--- config.mk ---
export PLATFORM = sky130hd
export DESIGN_NAME = elf_load_segment_checker_core_flat
export DESIGN_NICKNAME = d
export VERILOG_FILES = /design/src/rtl/core/elfchk_pkg.sv /design/src/rtl/core/elfchk_hdr_if.sv /design/src/rtl/core/elfchk_res_if.sv /design/src/rtl/core/elfchk_hdr_check.sv /design/src/rtl/core/elf_load_segment_checker_core.sv /design/src/flat_wrapper.sv
export SDC_FILE = /design/constraint.sdc
export NUM_CORES = 2
export LEC_CHECK = 0
export BUFFER_PORTS_ARGS = -buffer_cell sky130_fd_sc_hd__buf_2
export CAP_MARGIN = 20
export CELL_PAD_IN_SITES_DETAIL_PLACEMENT = 2
export CELL_PAD_IN_SITES_GLOBAL_PLACEMENT = 2
export CORE_MARGIN = 2
export CORE_UTILIZATION = 35
export CTS_CLUSTER_DIAMETER = 30
export DETAILED_ROUTE_END_ITERATION = 7
export GPL_TIMING_DRIVEN = 0
export PLACE_DENSITY_LB_ADDON = 0.05
export SETUP_SLACK_MARGIN = 0.15
export SYNTH_ARGS = -nofsm -noshare
export SYNTH_HDL_FRONTEND = slang
export SYNTH_SLANG_ARGS = --single-unit
export TNS_END_PERCENT = 20
--- constraint.sdc ---
create_clock -name clk -period 19.5 [get_ports clk]
set_input_delay 0.975 -clock clk [delete_from_list [all_inputs] [get_ports clk]]
set_output_delay 0.975 -clock clk [all_outputs]
set_load 0.05 [all_outputs]
--- src/rtl/core/elfchk_pkg.sv ---
`timescale 1ns / 1ps

package elfchk_pkg;

  localparam logic [2:0] ST_OK        = 3'd0;
  localparam logic [2:0] ST_MEMZERO   = 3'd1;
  localparam logic [2:0] ST_FILEGTMEM = 3'd2;
  localparam logic [2:0] ST_OFFPAST   = 3'd3;
  localparam logic [2:0] ST_DATAPAST  = 3'd4;
  localparam logic [2:0] ST_WRAP      = 3'd5;
  localparam logic [2:0] ST_NOLOAD    = 3'd6;
  localparam logic [2:0] ST_NOENTRY   = 3'd7;

  localparam logic [31:0] PT_LOAD = 32'd1;

  localparam logic       CFG_IMAGE_SIZE    = 1'b0;
  localparam logic       CFG_ENTRY_ADDRESS = 1'b1;

  localparam logic [63:0] ALL_ONES64 = 64'hFFFF_FFFF_FFFF_FFFF;
  localparam logic [15:0] COUNT_MAX  = 16'hFFFF;

  typedef struct packed {
    logic [31:0] segment_type;
    logic [63:0] file_offset;
    logic [63:0] file_bytes;
    logic [63:0] mem_bytes;
    logic [63:0] virt_start;
    logic        last_header;
  } hdr_t;

  typedef struct packed {
    logic [2:0]  status;
    logic [15:0] load_segments;
    logic [63:0] lowest_start;
    logic [63:0] highest_end;
  } res_t;

  typedef struct packed {
    logic        load;
    logic        empty;
    logic [2:0]  err;
    logic        covers;
    logic [63:0] seg_end;
  } chk_t;

endpackage

--- src/rtl/core/elfchk_hdr_if.sv ---
`timescale 1ns / 1ps

interface elfchk_hdr_if;
  logic               valid;
  logic               ready;
  elfchk_pkg::hdr_t   data;

  modport source (output valid, output data, input ready);
  modport sink (input valid, input data, output ready);
endinterface

--- src/rtl/core/elfchk_res_if.sv ---
`timescale 1ns / 1ps

interface elfchk_res_if;
  logic               valid;
  logic               ready;
  elfchk_pkg::res_t   data;

  modport source (output valid, output data, input ready);
  modport sink (input valid, input data, output ready);
endinterface

--- src/rtl/core/elfchk_hdr_check.sv ---
`timescale 1ns / 1ps

module elfchk_hdr_check (
  input  elfchk_pkg::hdr_t   hdr,
  input  logic [31:0]        image_size,
  input  logic [63:0]        entry_address,
  output elfchk_pkg::chk_t   chk
);
  import elfchk_pkg::*;

  logic [64:0] vsum;
  logic [64:0] dsum;

  assign vsum = {1'b0, hdr.virt_start} + {1'b0, hdr.mem_bytes};
  assign dsum = {1'b0, hdr.file_offset} + {1'b0, hdr.file_bytes};

  always_comb begin
    chk.load    = (hdr.segment_type == PT_LOAD);
    chk.empty   = (hdr.mem_bytes == 64'd0) && (hdr.file_bytes == 64'd0);
    chk.seg_end = vsum[63:0];
    chk.covers  = (entry_address >= hdr.virt_start) && ({1'b0, entry_address} < vsum);
    if (hdr.mem_bytes == 64'd0) begin
      chk.err = ST_MEMZERO;
    end else if (hdr.file_bytes > hdr.mem_bytes) begin
      chk.err = ST_FILEGTMEM;
    end else if (hdr.file_offset > {32'd0, image_size}) begin
      chk.err = ST_OFFPAST;
    end else if (dsum > {33'd0, image_size}) begin
      chk.err = ST_DATAPAST;
    end else if (vsum[64]) begin
      chk.err = ST_WRAP;
    end else begin
      chk.err = ST_OK;
    end
  end

endmodule

--- src/rtl/core/elf_load_segment_checker_core.sv ---
`timescale 1ns / 1ps

// ELF64 program header checker. One header word is taken per clock; each header
// passes an input register, then parallel compares and adds that update the running
// segment count, address range, entry coverage and first error. A header marked last
// loads one result word from the input register into the result register and clears
// the running state. Only a last header waiting on a full, stalled result register holds
// the input; otherwise the block sustains one header per cycle. Write image_size
// (index 0) and entry_address (index 1) only between images.
module elf_load_segment_checker_core (
  input  logic                 clk,
  input  logic                 rst,
  input  logic                 cfg_we,
  input  logic                 cfg_index,
  input  logic [63:0]          cfg_data,
  elfchk_hdr_if.sink           hdr,
  elfchk_res_if.source         res
);
  import elfchk_pkg::*;

  logic [31:0] image_size;
  logic [63:0] entry_address;

  logic        s1_valid;
  hdr_t        s1_hdr;
  logic        s1_go;

  logic [15:0] seg_count;
  logic [63:0] min_start;
  logic [63:0] max_end;
  logic        entry_seen;
  logic [2:0]  err_latch;

  logic [15:0] seg_count_next;
  logic [63:0] min_start_next;
  logic [63:0] max_end_next;
  logic        entry_seen_next;
  logic [2:0]  err_latch_next;

  logic        res_valid;
  res_t        res_data;
  res_t        res_data_next;

  chk_t        chk;
  logic        apply;
  logic        upd;

  elfchk_hdr_check u_check (
    .hdr           (s1_hdr),
    .image_size    (image_size),
    .entry_address (entry_address),
    .chk           (chk)
  );

  assign s1_go     = !(s1_hdr.last_header && res_valid && !res.ready);
  assign hdr.ready = !s1_valid || s1_go;
  assign res.valid = res_valid;
  assign res.data  = res_data;

  always_ff @(posedge clk) begin
    if (rst) begin
      image_size    <= 32'd0;
      entry_address <= 64'd0;
    end else if (cfg_we) begin
      unique case (cfg_index)
        CFG_IMAGE_SIZE:    image_size    <= cfg_data[31:0];
        CFG_ENTRY_ADDRESS: entry_address <= cfg_data;
        default: ;
      endcase
    end
  end

  always_comb begin
    apply = (err_latch == ST_OK) && chk.load && !chk.empty;
    upd   = apply && (chk.err == ST_OK);

    err_latch_next  = (apply && chk.err != ST_OK) ? chk.err : err_latch;
    seg_count_next  = seg_count;
    min_start_next  = min_start;
    max_end_next    = max_end;
    entry_seen_next = entry_seen;
    if (upd) begin
      if (seg_count != COUNT_MAX) begin
        seg_count_next = seg_count + 16'd1;
      end
      if (s1_hdr.virt_start < min_start) begin
        min_start_next = s1_hdr.virt_start;
      end
      if (chk.seg_end > max_end) begin
        max_end_next = chk.seg_end;
      end
      if (chk.covers) begin
        entry_seen_next = 1'b1;
      end
    end

    res_data_next = '0;
    if (err_latch_next != ST_OK) begin
      res_data_next.status = err_latch_next;
    end else if (seg_count_next == 16'd0) begin
      res_data_next.status = ST_NOLOAD;
    end else if (!entry_seen_next) begin
      res_data_next.status = ST_NOENTRY;
    end else begin
      res_data_next.status        = ST_OK;
      res_data_next.load_segments = seg_count_next;
      res_data_next.lowest_start  = min_start_next;
      res_data_next.highest_end   = max_end_next;
    end
  end

  always_ff @(posedge clk) begin
    if (rst) begin
      s1_valid <= 1'b0;
    end else if (hdr.ready) begin
      s1_valid <= hdr.valid;
    end
  end

  always_ff @(posedge clk) begin
    if (hdr.ready && hdr.valid) begin
      s1_hdr <= hdr.data;
    end
  end

  always_ff @(posedge clk) begin
    if (rst) begin
      seg_count  <= 16'd0;
      min_start  <= ALL_ONES64;
      max_end    <= 64'd0;
      entry_seen <= 1'b0;
      err_latch  <= ST_OK;
    end else if (s1_valid && s1_go) begin
      if (s1_hdr.last_header) begin
        seg_count  <= 16'd0;
        min_start  <= ALL_ONES64;
        max_end    <= 64'd0;
        entry_seen <= 1'b0;
        err_latch  <= ST_OK;
      end else begin
        seg_count  <= seg_count_next;
        min_start  <= min_start_next;
        max_end    <= max_end_next;
        entry_seen <= entry_seen_next;
        err_latch  <= err_latch_next;
      end
    end
  end

  always_ff @(posedge clk) begin
    if (rst) begin
      res_valid <= 1'b0;
    end else if (s1_valid && s1_go && s1_hdr.last_header) begin
      res_valid <= 1'b1;
    end else if (res.ready) begin
      res_valid <= 1'b0;
    end
  end

  always_ff @(posedge clk) begin
    if (s1_valid && s1_go && s1_hdr.last_header) begin
      res_data <= res_data_next;
    end
  end

  a_err_zero_fields: assert property (@(posedge clk) disable iff (rst)
    (res_valid && res_data.status != ST_OK) |->
      (res_data.load_segments == 16'd0 && res_data.lowest_start == 64'd0 &&
       res_data.highest_end == 64'd0))
    else $error("error result carries nonzero fields");

  a_ok_has_segments: assert property (@(posedge clk) disable iff (rst)
    (res_valid && res_data.status == ST_OK) |-> (res_data.load_segments != 16'd0))
    else $error("ok result with no segments");

  a_clear_after_last: assert property (@(posedge clk) disable iff (rst)
    (s1_valid && s1_go && s1_hdr.last_header) |=>
      (seg_count == 16'd0 && err_latch == ST_OK && !entry_seen && res_valid))
    else $error("state not cleared after last header");

  a_hold_stalled_last: assert property (@(posedge clk) disable iff (rst)
    (s1_valid && s1_hdr.last_header && res_valid && !res.ready) |=>
      (s1_valid && $stable(s1_hdr) && $stable(res_data)))
    else $error("last header lost while result stalled");

endmodule
--- src/flat_wrapper.sv ---
// flat-port wrapper written by rule: the top's interface ports become plain ports
module elf_load_segment_checker_core_flat import elfchk_pkg::*;
  (clk, rst, cfg_we, cfg_index, cfg_data, hdr_valid, hdr_data, hdr_ready, res_valid, res_data, res_ready);
  elfchk_hdr_if hdr_i ();
  elfchk_res_if res_i ();
  input  logic clk;
  input  logic rst;
  input  logic cfg_we;
  input  logic cfg_index;
  input  logic [63:0] cfg_data;
  input wire logic [$bits(hdr_i.valid)-1:0] hdr_valid;
  input wire logic [$bits(hdr_i.data)-1:0] hdr_data;
  output wire logic [$bits(hdr_i.ready)-1:0] hdr_ready;
  output wire logic [$bits(res_i.valid)-1:0] res_valid;
  output wire logic [$bits(res_i.data)-1:0] res_data;
  input wire logic [$bits(res_i.ready)-1:0] res_ready;
  assign hdr_i.valid = hdr_valid;
  assign hdr_i.data = hdr_data;
  assign hdr_ready = hdr_i.ready;
  assign res_valid = res_i.valid;
  assign res_data = res_i.data;
  assign res_i.ready = res_ready;
  elf_load_segment_checker_core u_core (.clk(clk), .rst(rst), .cfg_we(cfg_we), .cfg_index(cfg_index), .cfg_data(cfg_data), .hdr(hdr_i), .res(res_i));
endmodule
* Yosys cells after proc, flatten, opt, wreduce, memory -nomap -nowiden
Index checks and enable logic that the tools add are counted.
** Storage, ports and cells
- Register bits after elaboration :: 682
- Bits of input ports :: 359
- Output and inout port bits :: 149
- Word-level logic and storage cells :: 84
** Operators by class
- Bitwise operators :: 2
- Mux-type cells :: 24
- Eq/ne operators :: 2
- $add $sub $neg :: 3
- $lt $le $gt $ge :: 7
- Reductions and logical operators :: 27
** Operators by type and width (count)
- $mux 64 :: 6
- $add 64x64->65 :: 2
- $gt 64x64->1 :: 2
- $logic_not 64->1 :: 2
- $gt 65x32->1 :: 1
- $lt 64x65->1 :: 1
- $ge 64x64->1 :: 1
- $gt 64x32->1 :: 1
- $lt 64x64->1 :: 1
- $mux 16 :: 3
- $eq 32x1->1 const B :: 1
- $mux 3 :: 10
- $add 16x1->16 const B :: 1
- $logic_not 16->1 :: 1
- $ne 16x16->1 const B :: 1
- $logic_and 1x1->1 :: 11
- $logic_not 3->1 :: 2
- $reduce_bool 3->1 :: 2
- $mux 1 :: 5
- $logic_not 1->1 :: 4
- $reduce_and 2->1 :: 2
- $reduce_or 3->1 :: 1
- $not 1->1 :: 2
- $reduce_bool 2->1 :: 1
- $logic_or 1x1->1 :: 1

* Logic depth before layout (Yosys ltp)
- Depth after elaboration :: 12
- Gate-level depth with buffers :: 32
- Gate-level depth less buffers :: 29

* Cells and area by module
A second synthesis with hierarchy kept.
** Second synthesis, totals
- Cell total of the unflattened synthesis :: 4402
- Area, all modules :: 41959.0 µm²
** Modules (own cells, without submodules)
- elf_load_segment_checker_core :: sequential area each 18017.3 µm², cells each 2338, area each 27510.1 µm², times used 1
- elfchk_hdr_check :: sequential area each 0.0 µm², cells each 2064, area each 14448.9 µm², times used 1

* Worst setup path before layout
OpenSTA, ideal clock, no wires.
- Path type :: register to register
- Start :: register u_core.s1_hdr[0] (netlist name)
- End :: register u_core.s1_hdr[0] (netlist name), enable pin
- Slack :: 2.128 ns
- Stages on the path, launching flop included :: 4
- Path buffers :: 2
- Library setup time :: 1.111 ns
- Data arrival time :: 16.261 ns
- Data required time :: 18.389 ns
- Period minus slack after synthesis :: 17.372 ns
- Path through :: edfxtp_1 -> clkbuf_1 -> clkbuf_1 -> a31oi_1
** On the way
- Cells in the longest elaborated chain, start to end :: 5
** Ends and longest elaborated chain
- start, declared :: line elf_load_segment_checker_core.sv:25 : hdr_t s1_hdr;
- start signal, assigned :: line elf_load_segment_checker_core.sv:122 : s1_hdr <= hdr.data;
- $logic_and 1x1->1 (2 in a row) :: line elf_load_segment_checker_core.sv:55 : assign s1_go = !(s1_hdr.last_header && res_valid && !res.ready);
- $logic_not 1->1 :: line elf_load_segment_checker_core.sv:55
- $logic_or 1x1->1 :: line elf_load_segment_checker_core.sv:56 : assign hdr.ready = !s1_valid || s1_go;
- $logic_and 1x1->1 :: line elf_load_segment_checker_core.sv:121 : if (hdr.ready && hdr.valid) begin
No other way between the ends.
A chain may end at the register's enable or synchronous reset.

* Worst setup path in the final report
- Start :: register u_core.s1_hdr[81] (netlist name)
- End :: register u_core.res.data[4] (netlist name)
** On the way
- Cells in the longest elaborated chain, start to end :: 11
- Elaborated cells on any way between the ends :: 28
- Those cells by class :: 1 x add/sub; 3 x order compare; 11 x mux; 1 x bitwise; 12 x reduce/logical
** Ends and longest elaborated chain
- parallel branches: the longest is 11 deep, another holds $add 64x64->65
Parallel ways; which one is timed is not known.

==> impl_metrics.json <==
{
  "maxCapViolCount": 0,
  "worstMarginPinSlew_ns": 1.15,
  "synth_edf_count": 436,
  "dp_hpwl_um": 162000,
  "fin_skew_ns": 0.0358,
  "ant_nets": 0,
  "crit_path_end_kind": "flop",
  "slew_violations": 0,
  "ys.warnings.count": 0,
  "cts_resized": 0,
  "ff_latch_area_sq_um": 18000,
  "cts_root_buf": "clkbuf_16",
  "path_delay_family": "compound AO/OA/AOI/OAI gates",
  "yosysUniqueCellTypes": 95,
  "synth.most_common_cell": "ha_1",
  "synth_nets": 5358,
  "drtPass1Iterations": 7,
  "final_cell_area_sq_um": 54000,
  "r2r-start": "u_core.s1_hdr[81]$_DFFE_PP_",
  "htree_levels": 4,
  "yosysTopAreaCell": "edfxtp_1",
  "numCtsBuffers": 182,
  "tns_ns": 0,
  "clock-sinks": 682,
  "rows": 127,
  "min_to": "u_core.s1_hdr[39]$_DFFE_PP_",
  "io_buffers": 507,
  "finalSetupViolations": 0,
  "die-area_sq_um": 124000,
  "drive_above_1_share_pct": 18.6,
  "slew_headroom_pct": 23.0,
  "start_kind": "flop",
  "io_pins": 508,
  "pre_cts_ws_ns": 10.10,
  "ys_seq_area_share_pct": 42.4,
  "fmax_mhz": 103,
  "leakagePower_nw": 23.4,
  "synth_top_area_share_pct": 30.8,
  "multiInputGateArea_sq_um": 22200,
  "total_power_mw": 5.63,
  "first_global_vias": 42800,
  "final_util_pct": 44.9,
  "period_needed_ns": 9.71,
  "ir_drop_mv": 0.0939,
  "power_density_nw_per_um2": 104,
  "grt_pass1_wl_um": 294000,
  "synthTopCellsByCount": "ha_1 (511), a21oi_1 (488), nand2_1 (444)",
  "required_ns": 20.04,
  "whs_path_depth": 1,
  "final_nets": 6069,
  "syn_inst": 4486,
  "crit_type": "flop to flop",
  "wl_per_cell_um": 29.0,
  "cts_tree": "yes",
  "reg2regPathDepth": 24,
  "synth_top_flop_cell": "edfxtp_1",
  "via_per_inst": 5.69,
  "worstHoldPathType": "primary input to flop",
  "crit_path_max_fanout": 10,
  "async_flop_share_pct": 0,
  "hold_path.startpoint": "hdr_data[39]",
  "crit_arrival_ns": 10.26,
  "drt_iter0_drc": 2458,
  "r2r_setup_slack_ns": 9.79,
  "n_fill_cell": 12900,
  "synth_area_sq_um": 42500,
  "overflow": 0,
  "grt_max_degree": 64,
  "place.gp.congestion": 0.916,
  "avgSynthCellArea_sq_um": 9.48,
  "antenna_found_initial": 18,
  "synth_area_leaders": "edfxtp_1 (31%), ha_1 (15%), dfxtp_1 (12%)",
  "start_util_pct": 35.4,
  "rr_endpoint": "u_core.res.data[4]$_SDFFCE_PP0P_",
  "setup_ws_ns": 9.79,
  "core-area_sq_um": 120000,
  "cts_setup_buffers": 0,
  "max_stage_delay_ns": 0.74,
  "hold_buffers": 0,
  "hold_violations": 0,
  "crit_path_top_delay_cell": "clkbuf_1",
  "areaGrowthSynthToFinish_pct": 27.1,
  "drcViolationCount": 0,
  "wl_um": 202000,
  "worstPathCellList": "ha_1 -> a21o_1 -> a21o_1 -> a2111oi_0 -> o21ai_0 -> o21ai_0 -> a21oi_1 -> o21bai_1 -> nand3_1 -> a21oi_1 -> o41ai_1 -> xnor2_1 -> inv_1 -> ha_1 -> nand4_1 -> nor4_1 -> nand4_1 -> or4_1 -> nand4_1 -> clkbuf_1 -> clkbuf_1 -> nor2_1 -> a21oi_1 -> nor3_2",
  "die_h_um": 353,
  "critPathBufInv": 3,
  "ys_ff_latch": 682,
  "postPlaceCellArea_sq_um": 47500,
  "insertion_delay_ns": 0.82,
  "status": "complete, no violations",
  "cts_max_path_buffers": 3,
  "vias": 39600,
  "track_usage_pct": 31.9,
  "period_share_pct": 49.8,
  "die_x_um": 353,
  "clk_pin_slew_worst_paths_ns": 0.05,
  "rsz0062_at_grt": "false"
}
## layout by cell type, fill, tap and decap left out, types with 16 or more instances in the layout
cell	count
buf_2	544
ha_1	511
a21oi_1	488
nand2_1	444
edfxtp_1	436
inv_1	391
nor2_1	278
dfxtp_1	246
o21ai_0	203
clkbuf_16	188
a21o_1	140
clkbuf_1	134
nor3_1	124
nand4_1	121
o211ai_1	80
xnor2_1	74
nand3_1	67
nor4_1	67
nor3_2	57
a22o_1	47
nor2b_1	41
xor2_1	38
nand2b_1	36
and3_1	35
o21a_1	29
and2_1	27
bufinv_16	27
clkinv_2	26
a211oi_1	25
a31oi_1	24
and4_1	23
o21bai_1	21
clkinvlp_4	19
or3_1	18
clkinv_4	16
## cell type report
cell class                      instances  area share, %
Inverter                              391           2.72
Clock buffer                          226           9.23
Antenna cell                            4         0.0185
Multi-Input combinational cell       3237           41.1
Buffer                                176           1.56
Clock inverter                        116           2.84
Tap cell                             1612           3.73
Timing Repair Buffer                  527           5.43
Sequential cell                       682           33.3
## layer usage
layer	track usage, %	vias up	routed length (um)
met1	42.2	20200	90500
met5	0	-	34
li1	-	18000	-
met4	10.8	6	6690
met3	4.91	285	10400
met2	53.0	1185	94800
## worst max-delay path by stage
stage | startpoint | end | slack [ns] | cells past startpoint
floorplan | u_core.s1_hdr[0]$_DFFE_PP_ | u_core.s1_hdr[0]$_DFFE_PP_ | 2.13 | 3
global placement | u_core.s1_hdr[0]$_DFFE_PP_ | u_core.s1_hdr[22]$_DFFE_PP_ | -6.09 | 3
detailed placement | u_core.s1_hdr[81]$_DFFE_PP_ | u_core.res.data[4]$_SDFFCE_PP0P_ | 10.10 | 24
CTS | u_core.s1_hdr[81]$_DFFE_PP_ | u_core.res.data[4]$_SDFFCE_PP0P_ | 9.99 | 24
global route | u_core.s1_hdr[81]$_DFFE_PP_ | u_core.res.data[4]$_SDFFCE_PP0P_ | 9.65 | 24
finish | u_core.s1_hdr[81]$_DFFE_PP_ | u_core.res.data[4]$_SDFFCE_PP0P_ | 9.79 | 24
## power breakdown
| part | internal, mW | switching, mW | leakage [nW] |
|---|---|---|---|
| Clock | 2.17 | 1.01 | 3.14 |
| Combinational | 0.283 | 0.498 | 13.8 |
| Sequential | 1.59 | 0.0782 | 6.46 |
| Total | 4.04 | 1.59 | 23.4 |
## stage by stage
step | hold slack [ns] | std cells
floorplan | 0.436 | 4486
global placement | 0.447 | 6605
detailed placement | 0.451 | 6624
CTS | 0.280 | 6966
global route | 0.301 | 6967
finish | 0.331 | 6971
## kinds of logic (layout without fill, tap and decap cells)
logic type / count (synthesis) / in the layout / share of synthesized area (%)
DFF: 682 / 682 / 42.4
buffers and inverters: 567 / 1436 / 5.42
xor gates and xnor gates: 112 / 112 / 2.31
other: 0 / 4 / 0
adders and majority gates: 513 / 513 / 15.1
muxes: 17 / 17 / 0.409
AOI/OAI and AO/OA: 1209 / 1209 / 17.9
and+or+nand+nor: 1386 / 1386 / 16.4
## state kept, by name (all words and copies together) (netlist names)
| register | flops |
|---|---|
| u_core.res.data | 147 |
| u_core.max_end | 64 |
| u_core.s1_hdr | 289 |
| u_core.seg_count | 16 |
| u_core.res.valid | 1 |
| u_core.entry_address | 64 |
| u_core.err_latch | 3 |
| u_core.s1_valid | 1 |
| u_core.min_start | 64 |
| u_core.entry_seen | 1 |
| u_core.image_size | 32 |
Power figures use the tool's default switching activity.
